## src/design/ps2mc_pkg.sv

```systemverilog
package ps2mc_pkg;

    // Result kinds carried in the event field of every result beat.
    typedef enum logic [1:0] {
        EV_ABSORB = 2'd0,
        EV_ACK    = 2'd1,
        EV_CLICK  = 2'd2,
        EV_MOVE   = 2'd3
    } event_t;

    // Mouse protocol constants.
    localparam logic [7:0] ACK_BYTE  = 8'hFA;
    localparam int         XSIGN_BIT = 4;
    localparam int         YSIGN_BIT = 5;

    // Configuration register indexes.
    localparam int                  CFG_IDX_W    = 8;
    localparam logic [CFG_IDX_W-1:0] CFG_ORIGIN_X = 8'd0;
    localparam logic [CFG_IDX_W-1:0] CFG_ORIGIN_Y = 8'd1;

    // Reset values of the origin registers.
    localparam logic [8:0] ORIGIN_X_RST = 9'd180;
    localparam logic [8:0] ORIGIN_Y_RST = 9'd101;

    // Width used for text buffer offset arithmetic before truncation to the port field.
    localparam int OFF_W = 20;

endpackage

```

## src/design/ps2_mouse_packet_to_text_cursor_top.sv

```systemverilog
// PS/2 mouse packet decoder driving a text-mode cursor.
//
// The slave stream (s_tvalid/s_tready/s_tdata) takes one mouse byte per beat.
// Every accepted byte produces exactly one result beat on the master stream
// (m_tvalid/m_tready/m_tdata/m_tuser). The first 0xFA byte seen after reset is
// the acknowledge and only reports that event; all other bytes fill a
// three-byte packet. Each stored byte also reports, when valid, the cell one row
// above the remembered cursor cell for restore. A finished packet either reports the
// lowest pressed button or places the cursor at the origin plus dx and minus dy, scaled to a cell.
//
// The result of an accepted byte is registered in the output register at the edge that
// accepts it. Throughput is one byte per cycle while the receiver takes results, set by the
// single output register; all decoding is one shallow pass.
// When the receiver stalls, the result stays in the output register and
// s_tready drops until it is taken; the next byte then enters in the same
// cycle the waiting result leaves.
//
// Reset clears the acknowledge flag, the packet position and the remembered
// cell, and loads the origins with 180 and 101. The cfg channel is always
// ready; origins should only be written while the stream is idle.
module ps2_mouse_packet_to_text_cursor_top #(
    parameter int SCREEN_COLS = 80,
    parameter int SCREEN_ROWS = 25
) (
    input  logic                           clk,
    input  logic                           rst_n,
    // Slave stream: tdata[7:0] rx_byte.
    input  logic                           s_tvalid,
    output logic                           s_tready,
    input  logic [7:0]                     s_tdata,
    // Master stream: tdata[11:0] restore_offset, [13:12] button_id,
    // [25:14] move_offset, [36:26] pos_x, [47:37] pos_y, [54:48] cursor_col,
    // [59:55] cursor_row, [63:60] zero.
    output logic                           m_tvalid,
    input  logic                           m_tready,
    output logic [63:0]                    m_tdata,
    // tuser[1:0] event_res, [2] restore_valid, [7:3] zero.
    output logic [7:0]                     m_tuser,
    // Configuration write channel.
    input  logic                           cfg_valid,
    output logic                           cfg_ready,
    input  logic [ps2mc_pkg::CFG_IDX_W-1:0] cfg_index,
    input  logic [8:0]                     cfg_data
);

    localparam int CW    = (SCREEN_COLS > 1) ? $clog2(SCREEN_COLS) : 1;
    localparam int RW    = (SCREEN_ROWS > 1) ? $clog2(SCREEN_ROWS) : 1;
    localparam int OFF_W = ps2mc_pkg::OFF_W;

    // Architectural state.
    logic [8:0]    origin_x_reg, origin_y_reg;
    logic          ack_seen_reg, ack_seen_next;
    logic [1:0]    byte_index_reg, byte_index_next;
    logic [7:0]    byte0_reg, byte1_reg;
    logic [CW-1:0] last_col_reg, last_col_next;
    logic [RW-1:0] last_row_reg, last_row_next;

    // Output register.
    logic          out_valid_reg;
    logic [63:0]   out_data_reg, out_data_next;
    logic [7:0]    out_user_reg, out_user_next;

    logic accept;

    // Decode datapath.
    logic [7:0]       rx_byte;
    logic             is_ack;
    logic             pkt_done;
    logic             btn_hit;
    logic [1:0]       btn_id;
    logic signed [10:0] dx, dy, px, py;
    logic [7:0]       col_raw;
    logic [6:0]       row_raw;
    logic [CW-1:0]    col;
    logic [RW-1:0]    row;
    logic [RW-1:0]    last_row_m1;
    logic [OFF_W-1:0] old_off, new_off;
    logic             restore_valid;
    logic [15:0]      col_ext, row_ext;
    ps2mc_pkg::event_t ev;

    assign s_tready  = !out_valid_reg || m_tready;
    assign accept    = s_tvalid && s_tready;
    assign cfg_ready = 1'b1;

    assign m_tvalid = out_valid_reg;
    assign m_tdata  = out_data_reg;
    assign m_tuser  = out_user_reg;

    assign rx_byte  = s_tdata;
    assign is_ack   = !ack_seen_reg && (rx_byte == ps2mc_pkg::ACK_BYTE);
    assign pkt_done = (byte_index_reg == 2'd2);
    assign btn_hit  = |byte0_reg[2:0];
    assign btn_id   = byte0_reg[0] ? 2'd0 : (byte0_reg[1] ? 2'd1 : 2'd2);

    // Signed deltas: the sign bits of the first byte extend the 8-bit delta bytes.
    assign dx = {{3{byte0_reg[ps2mc_pkg::XSIGN_BIT]}}, byte1_reg};
    assign dy = {{3{byte0_reg[ps2mc_pkg::YSIGN_BIT]}}, rx_byte};
    assign px = $signed({2'b00, origin_x_reg}) + dx;
    assign py = $signed({2'b00, origin_y_reg}) - dy;

    // Scale to a text cell; positions stay below 768, so bit 10 is only the sign.
    assign col_raw = px[9:2];
    assign row_raw = py[9:3];

    always_comb
    begin
        if (px[10])
            col = '0;
        else if (9'(col_raw) >= 9'(SCREEN_COLS))
            col = CW'(SCREEN_COLS - 1);
        else
            col = CW'(col_raw);

        if (py[10])
            row = '0;
        else if (8'(row_raw) >= 8'(SCREEN_ROWS))
            row = RW'(SCREEN_ROWS - 1);
        else
            row = RW'(row_raw);
    end

    assign new_off = OFF_W'(col) * OFF_W'(2) + OFF_W'(row) * OFF_W'(2 * SCREEN_COLS);

    // The restore cell lies one row above the remembered cell; row zero gives no restore.
    assign last_row_m1   = last_row_reg - RW'(1);
    assign old_off       = OFF_W'(last_col_reg) * OFF_W'(2)
                         + OFF_W'(last_row_m1) * OFF_W'(2 * SCREEN_COLS);
    assign restore_valid = (last_row_reg != '0) && (old_off != '0);

    assign col_ext = 16'(col);
    assign row_ext = 16'(row);

    // Next state and result beat.
    always_comb
    begin
        ack_seen_next   = ack_seen_reg;
        byte_index_next = byte_index_reg;
        last_col_next   = last_col_reg;
        last_row_next   = last_row_reg;
        out_data_next   = '0;
        ev              = ps2mc_pkg::EV_ABSORB;

        if (is_ack)
        begin
            ack_seen_next = 1'b1;
            ev            = ps2mc_pkg::EV_ACK;
        end
        else
        begin
            if (restore_valid)
                out_data_next[11:0] = old_off[11:0];

            if (!pkt_done)
                byte_index_next = byte_index_reg + 2'd1;
            else
            begin
                byte_index_next = 2'd0;
                if (btn_hit)
                begin
                    ev                   = ps2mc_pkg::EV_CLICK;
                    out_data_next[13:12] = btn_id;
                end
                else
                begin
                    ev                   = ps2mc_pkg::EV_MOVE;
                    out_data_next[25:14] = new_off[11:0];
                    out_data_next[36:26] = px;
                    out_data_next[47:37] = py;
                    out_data_next[54:48] = col_ext[6:0];
                    out_data_next[59:55] = row_ext[4:0];
                    last_col_next        = col;
                    last_row_next        = row;
                end
            end
        end

        out_user_next      = '0;
        out_user_next[1:0] = ev;
        out_user_next[2]   = !is_ack && restore_valid;
    end

    always_ff @(posedge clk or negedge rst_n)
    begin
        if (!rst_n)
        begin
            origin_x_reg   <= ps2mc_pkg::ORIGIN_X_RST;
            origin_y_reg   <= ps2mc_pkg::ORIGIN_Y_RST;
            ack_seen_reg   <= 1'b0;
            byte_index_reg <= 2'd0;
            last_col_reg   <= '0;
            last_row_reg   <= '0;
            out_valid_reg  <= 1'b0;
        end
        else
        begin
            if (cfg_valid && cfg_ready)
            begin
                case (cfg_index)
                    ps2mc_pkg::CFG_ORIGIN_X: origin_x_reg <= cfg_data;
                    ps2mc_pkg::CFG_ORIGIN_Y: origin_y_reg <= cfg_data;
                    default: ;
                endcase
            end

            if (accept)
            begin
                ack_seen_reg   <= ack_seen_next;
                byte_index_reg <= byte_index_next;
                last_col_reg   <= last_col_next;
                last_row_reg   <= last_row_next;
                out_valid_reg  <= 1'b1;
            end
            else if (m_tready)
                out_valid_reg <= 1'b0;
        end
    end

    // Packet bytes carry no reset; they are always written before being read.
    always_ff @(posedge clk)
    begin
        if (accept && !is_ack)
        begin
            if (byte_index_reg == 2'd0)
                byte0_reg <= rx_byte;
            if (byte_index_reg == 2'd1)
                byte1_reg <= rx_byte;
        end
        if (accept)
        begin
            out_data_reg <= out_data_next;
            out_user_reg <= out_user_next;
        end
    end

    // The packet position only ever counts 0, 1, 2.
    a_byte_index_range: assert property (@(posedge clk) disable iff (!rst_n)
        byte_index_reg != 2'd3)
        else $error("packet byte position out of range");

    // Once the acknowledge is seen it is never forgotten.
    a_ack_sticky: assert property (@(posedge clk) disable iff (!rst_n)
        ack_seen_reg |=> ack_seen_reg)
        else $error("acknowledge flag dropped");

    // The remembered cell always lies on the screen.
    a_cell_on_screen: assert property (@(posedge clk) disable iff (!rst_n)
        (32'(last_col_reg) < SCREEN_COLS) && (32'(last_row_reg) < SCREEN_ROWS))
        else $error("remembered cursor cell off screen");

    // An acknowledge result carries nothing else.
    a_ack_empty: assert property (@(posedge clk) disable iff (!rst_n)
        (out_valid_reg && (out_user_reg[1:0] == ps2mc_pkg::EV_ACK))
        |-> (out_data_reg == '0) && !out_user_reg[2])
        else $error("acknowledge result carries data");

    // A byte that completes a packet leaves the packet position at zero.
    a_packet_wrap: assert property (@(posedge clk) disable iff (!rst_n)
        (accept && !is_ack && pkt_done) |=> (byte_index_reg == 2'd0))
        else $error("packet position did not wrap");

endmodule
```

## config.mk

```make
export PLATFORM = sky130hd
export DESIGN_NAME = ps2_mouse_packet_to_text_cursor_top
export DESIGN_NICKNAME = d
export VERILOG_FILES = /design/src/design/ps2mc_pkg.sv /design/src/design/ps2_mouse_packet_to_text_cursor_top.sv
export SDC_FILE = /design/constraint.sdc
export NUM_CORES = 1
export LEC_CHECK = 0
export BUFFER_PORTS_ARGS = -buffer_cell sky130_fd_sc_hd__buf_2
export CAP_MARGIN = 20
export CORE_MARGIN = 4
export CORE_UTILIZATION = 56
export CTS_CLUSTER_DIAMETER = 120
export DETAILED_ROUTE_END_ITERATION = 6
export PLACE_DENSITY_LB_ADDON = 0.25
export SETUP_SLACK_MARGIN = 0.2
export SYNTH_ARGS = -nofsm -noshare
export SYNTH_HDL_FRONTEND = slang
export SYNTH_SLANG_ARGS = --single-unit
```

## constraint.sdc

```tcl
create_clock -name clk -period 13.75 [get_ports clk]
set_input_delay 1.375 -clock clk [delete_from_list [all_inputs] [get_ports clk]]
set_output_delay 1.375 -clock clk [all_outputs]
set_load 0.005 [all_outputs]
```

==> metrics.cfg <==
[worst_hold_path]
hp-start = ack_seen_reg
holdPathStages = 1
hp-class = reg2reg
holdPathEnd = ack_seen_reg

[timing]
fin_skew_ns = 0.01248
holdWs_ns = 0.5013
fin_crit_sh = 0.3924
max_freq_ghz = 0.1854
fin_crit_ns = 5.395
fin_ws_ns = 8.355
hold_violations = 0
setup_viol = 0
relSlewSlack = 0.3498
finalSetupTns_ns = 0
worstMarginPinSlew_ns = 0.9678
slew_viol_final = 0
grt_setup_unrepaired = no

[cells_and_area]
design_area_um2 = 6561
final_core_util = 0.6591
final_cells = 740
largest_reg_flops = 54
fin_nets = 675
syn_to_final_growth_pct = 12.63
diodes = 0
fill_cells = 758
drive_gt1_frac = 0.2636

[pwr]
p_total_mw = 0.9537
vdd_drop_max_mv = 0.1142
p_leak_nw = 2.880
powerDensity_nw_per_um2 = 145.3

[synth]
yosys.area.top_type = edfxtp_1
async_flop_share = 0.3269
ys.warnings.count = 0
syn_area_um2 = 5826
yosysSeqAreaShare = 0.5086
synth_ff_type = edfxtp_1
synth-seq-cells = 104
yosysTopAreaCellShare = 0.3608
netlist_instances = 508
synth_edf_count = 70
syn_avg_cell_area_um2 = 11.47
synth_cell_type_count = 62
synth_area_leaders = edfxtp_1, dfrtp_1, ha_1, mux2_2, dfstp_2

[drt]
dr.pass1.iters = 4
vias_per_cell = 5.518
routedWlPerCell_um = 16.50
via_count = 4083
drc = 0
wl_um = 12210
ant_nets = 0
drt_iter0_drc = 199

[floorplan]
die-area_um2 = 12100
pin_count = 105
core_area_um2 = 9955
die_w_um = 110.0
die_y_um = 110.0
start_util = 0.5852
rows = 36

[grt]
grt_pass1_wl_um = 19620
grt_antenna_before_repair = 0
gr-usage-all-layers = 0.2103
grt_pass1_vias = 3984
overflow = 0
grt_max_degree = 35

[clocking]
cts.sinks = 104
h-tree-depth = 3
cts_root_buffer = clkbuf_8
cts_repair_resize_count = 0
cts.clk_slew.worst_paths_ns = 0.10
ctsHoldBuffers = 0
cts_buffers = 9
clk_path_buf_depth = 2
clock_latency_ns = 0.37
cts_setup_buffers = 0
cts_tree = built

[worst_setup_path]
end_kind = flip-flop
rr_worst_depth = 16
r2r-end = m_tdata[25]
cp.arrival_ns = 5.62
crit_fanout = 6
worstPathRequired_ns = 13.97
r2r-start = origin_y_reg[0]
critPathLaunchType = input port
crit_type = in2reg
r2r_slack_ns = 8.92

[placed_design]
io_buffer_count = 92
pre_cts_ws_ns = 7.992
place_area_um2 = 6362
place_inst = 723
gp_congestion = 0.9056
hpwl_um = 9378

[run_status]
status = complete, no violations

[flow_run]
max_cap_viol_count = 0

layout make-up:
| class | instances | area (um2) | share of cell area |
|---|---|---|---|
| multi-input cells | 359 | 2630 | 0.4008 |
| clock inverters | 6 | 56.30 | 0.008581 |
| well taps | 133 | 166.4 | 0.02536 |
| clock buffers | 10 | 127.6 | 0.01945 |
| repair buffers | 96 | 498.0 | 0.07590 |
| inverters | 32 | 120.1 | 0.01831 |
| flip-flops and latches | 104 | 2963 | 0.4516 |
report_power, final:
part	switching (mW)	internal (mW)	leakage (nW)	total (mW)
clock	0.112	0.0688	0.0936	0.181
combinational	0.215	0.156	1.68	0.371
sequential	0.0177	0.384	1.11	0.402
worst max path at each step:
stage | from | slack [ns] | to
floorplan | s_tdata[0] | 8.37 | m_tdata[25]
global placement | s_tdata[0] | 8.15 | m_tdata[25]
detailed placement | s_tdata[0] | 7.99 | m_tdata[25]
CTS | s_tdata[0] | 8.36 | m_tdata[25]
global route | s_tdata[0] | 8.12 | m_tdata[25]
finish | s_tdata[0] | 8.36 | m_tdata[25]
cells in the mapped netlist, types with 3 or more instances:
cell	n
a31oi_1	3
fa_1	5
a211o_1	4
edfxtp_1	70
o211ai_1	4
dfrtp_1	26
ha_1	38
o31ai_1	3
buf_4	17
dfstp_2	8
nand4_1	4
and2_1	21
a22o_1	3
a21o_1	9
o21ai_0	16
inv_1	32
o21a_1	3
nor2_1	41
nand3_1	5
nor3_1	23
a211oi_1	3
a21oi_1	26
nand2b_1	8
nor4_1	3
nor2b_1	6
nand2_1	23
clkbuf_1	5
xor2_1	16
xnor2_1	11
mux2_2	24
or2_2	4
nor3b_1	6
critical path, stage by stage:
cell,delay (ns)
buf_2,0.13
ha_1,0.22
fa_1,0.39
and2b_1,0.27
o22ai_1,0.11
xor2_1,0.39
and2_1,0.22
a2111oi_2,0.09
nor3_2,0.40
mux2_2,0.40
ha_1,0.22
fa_1,0.52
nand2_1,0.10
a211o_2,0.28
or3_1,0.34
a21oi_1,0.15
layer usage:
layer | track usage | vias to the layer above | part of all wire
li1 | - | 2005 | -
met1 | 0.2903 | 1930 | 0.44
met2 | 0.3484 | 131 | 0.50
met3 | 0.03320 | 17 | 0.051
met4 | 0.05521 | 0 | 0.014
met5 | 0 | - | 0
layout by cell type, fill, tap and decap left out, types with 4 or more instances in the layout:
| cell type | n |
|---|---|
| a211o_1 | 4 |
| a21o_1 | 9 |
| a21oi_1 | 26 |
| and2_1 | 21 |
| buf_2 | 92 |
| clkbuf_8 | 9 |
| conb_1 | 12 |
| dfrtp_1 | 26 |
| dfstp_2 | 8 |
| edfxtp_1 | 70 |
| fa_1 | 5 |
| ha_1 | 38 |
| inv_1 | 31 |
| mux2_2 | 24 |
| nand2_1 | 23 |
| nand2b_1 | 8 |
| nand3_1 | 5 |
| nand4_1 | 4 |
| nor2_1 | 41 |
| nor2b_1 | 6 |
| nor3_1 | 23 |
| nor3b_1 | 6 |
| o211ai_1 | 4 |
| o21ai_0 | 16 |
| or2_2 | 4 |
| xnor2_1 | 11 |
| xor2_1 | 16 |
logic make-up (layout without fill, tap and decap cells):
| group | count (synthesis) | count (layout) | synth area share |
|---|---|---|---|
| AND/OR/NAND/NOR | 160 | 160 | 0.1460 |
| flip-flops | 104 | 104 | 0.5086 |
| AO/OA/AOI/OAI | 90 | 90 | 0.1046 |
| buffers and inverters | 55 | 144 | 0.04639 |
| adder cells (fa/ha/maj) | 43 | 43 | 0.09880 |
| XOR/XNOR | 27 | 27 | 0.04059 |
| multiplexers | 27 | 27 | 0.05369 |
| other | 2 | 12 | 0.001289 |
No activity file was read; power rests on OpenSTA's default activity.
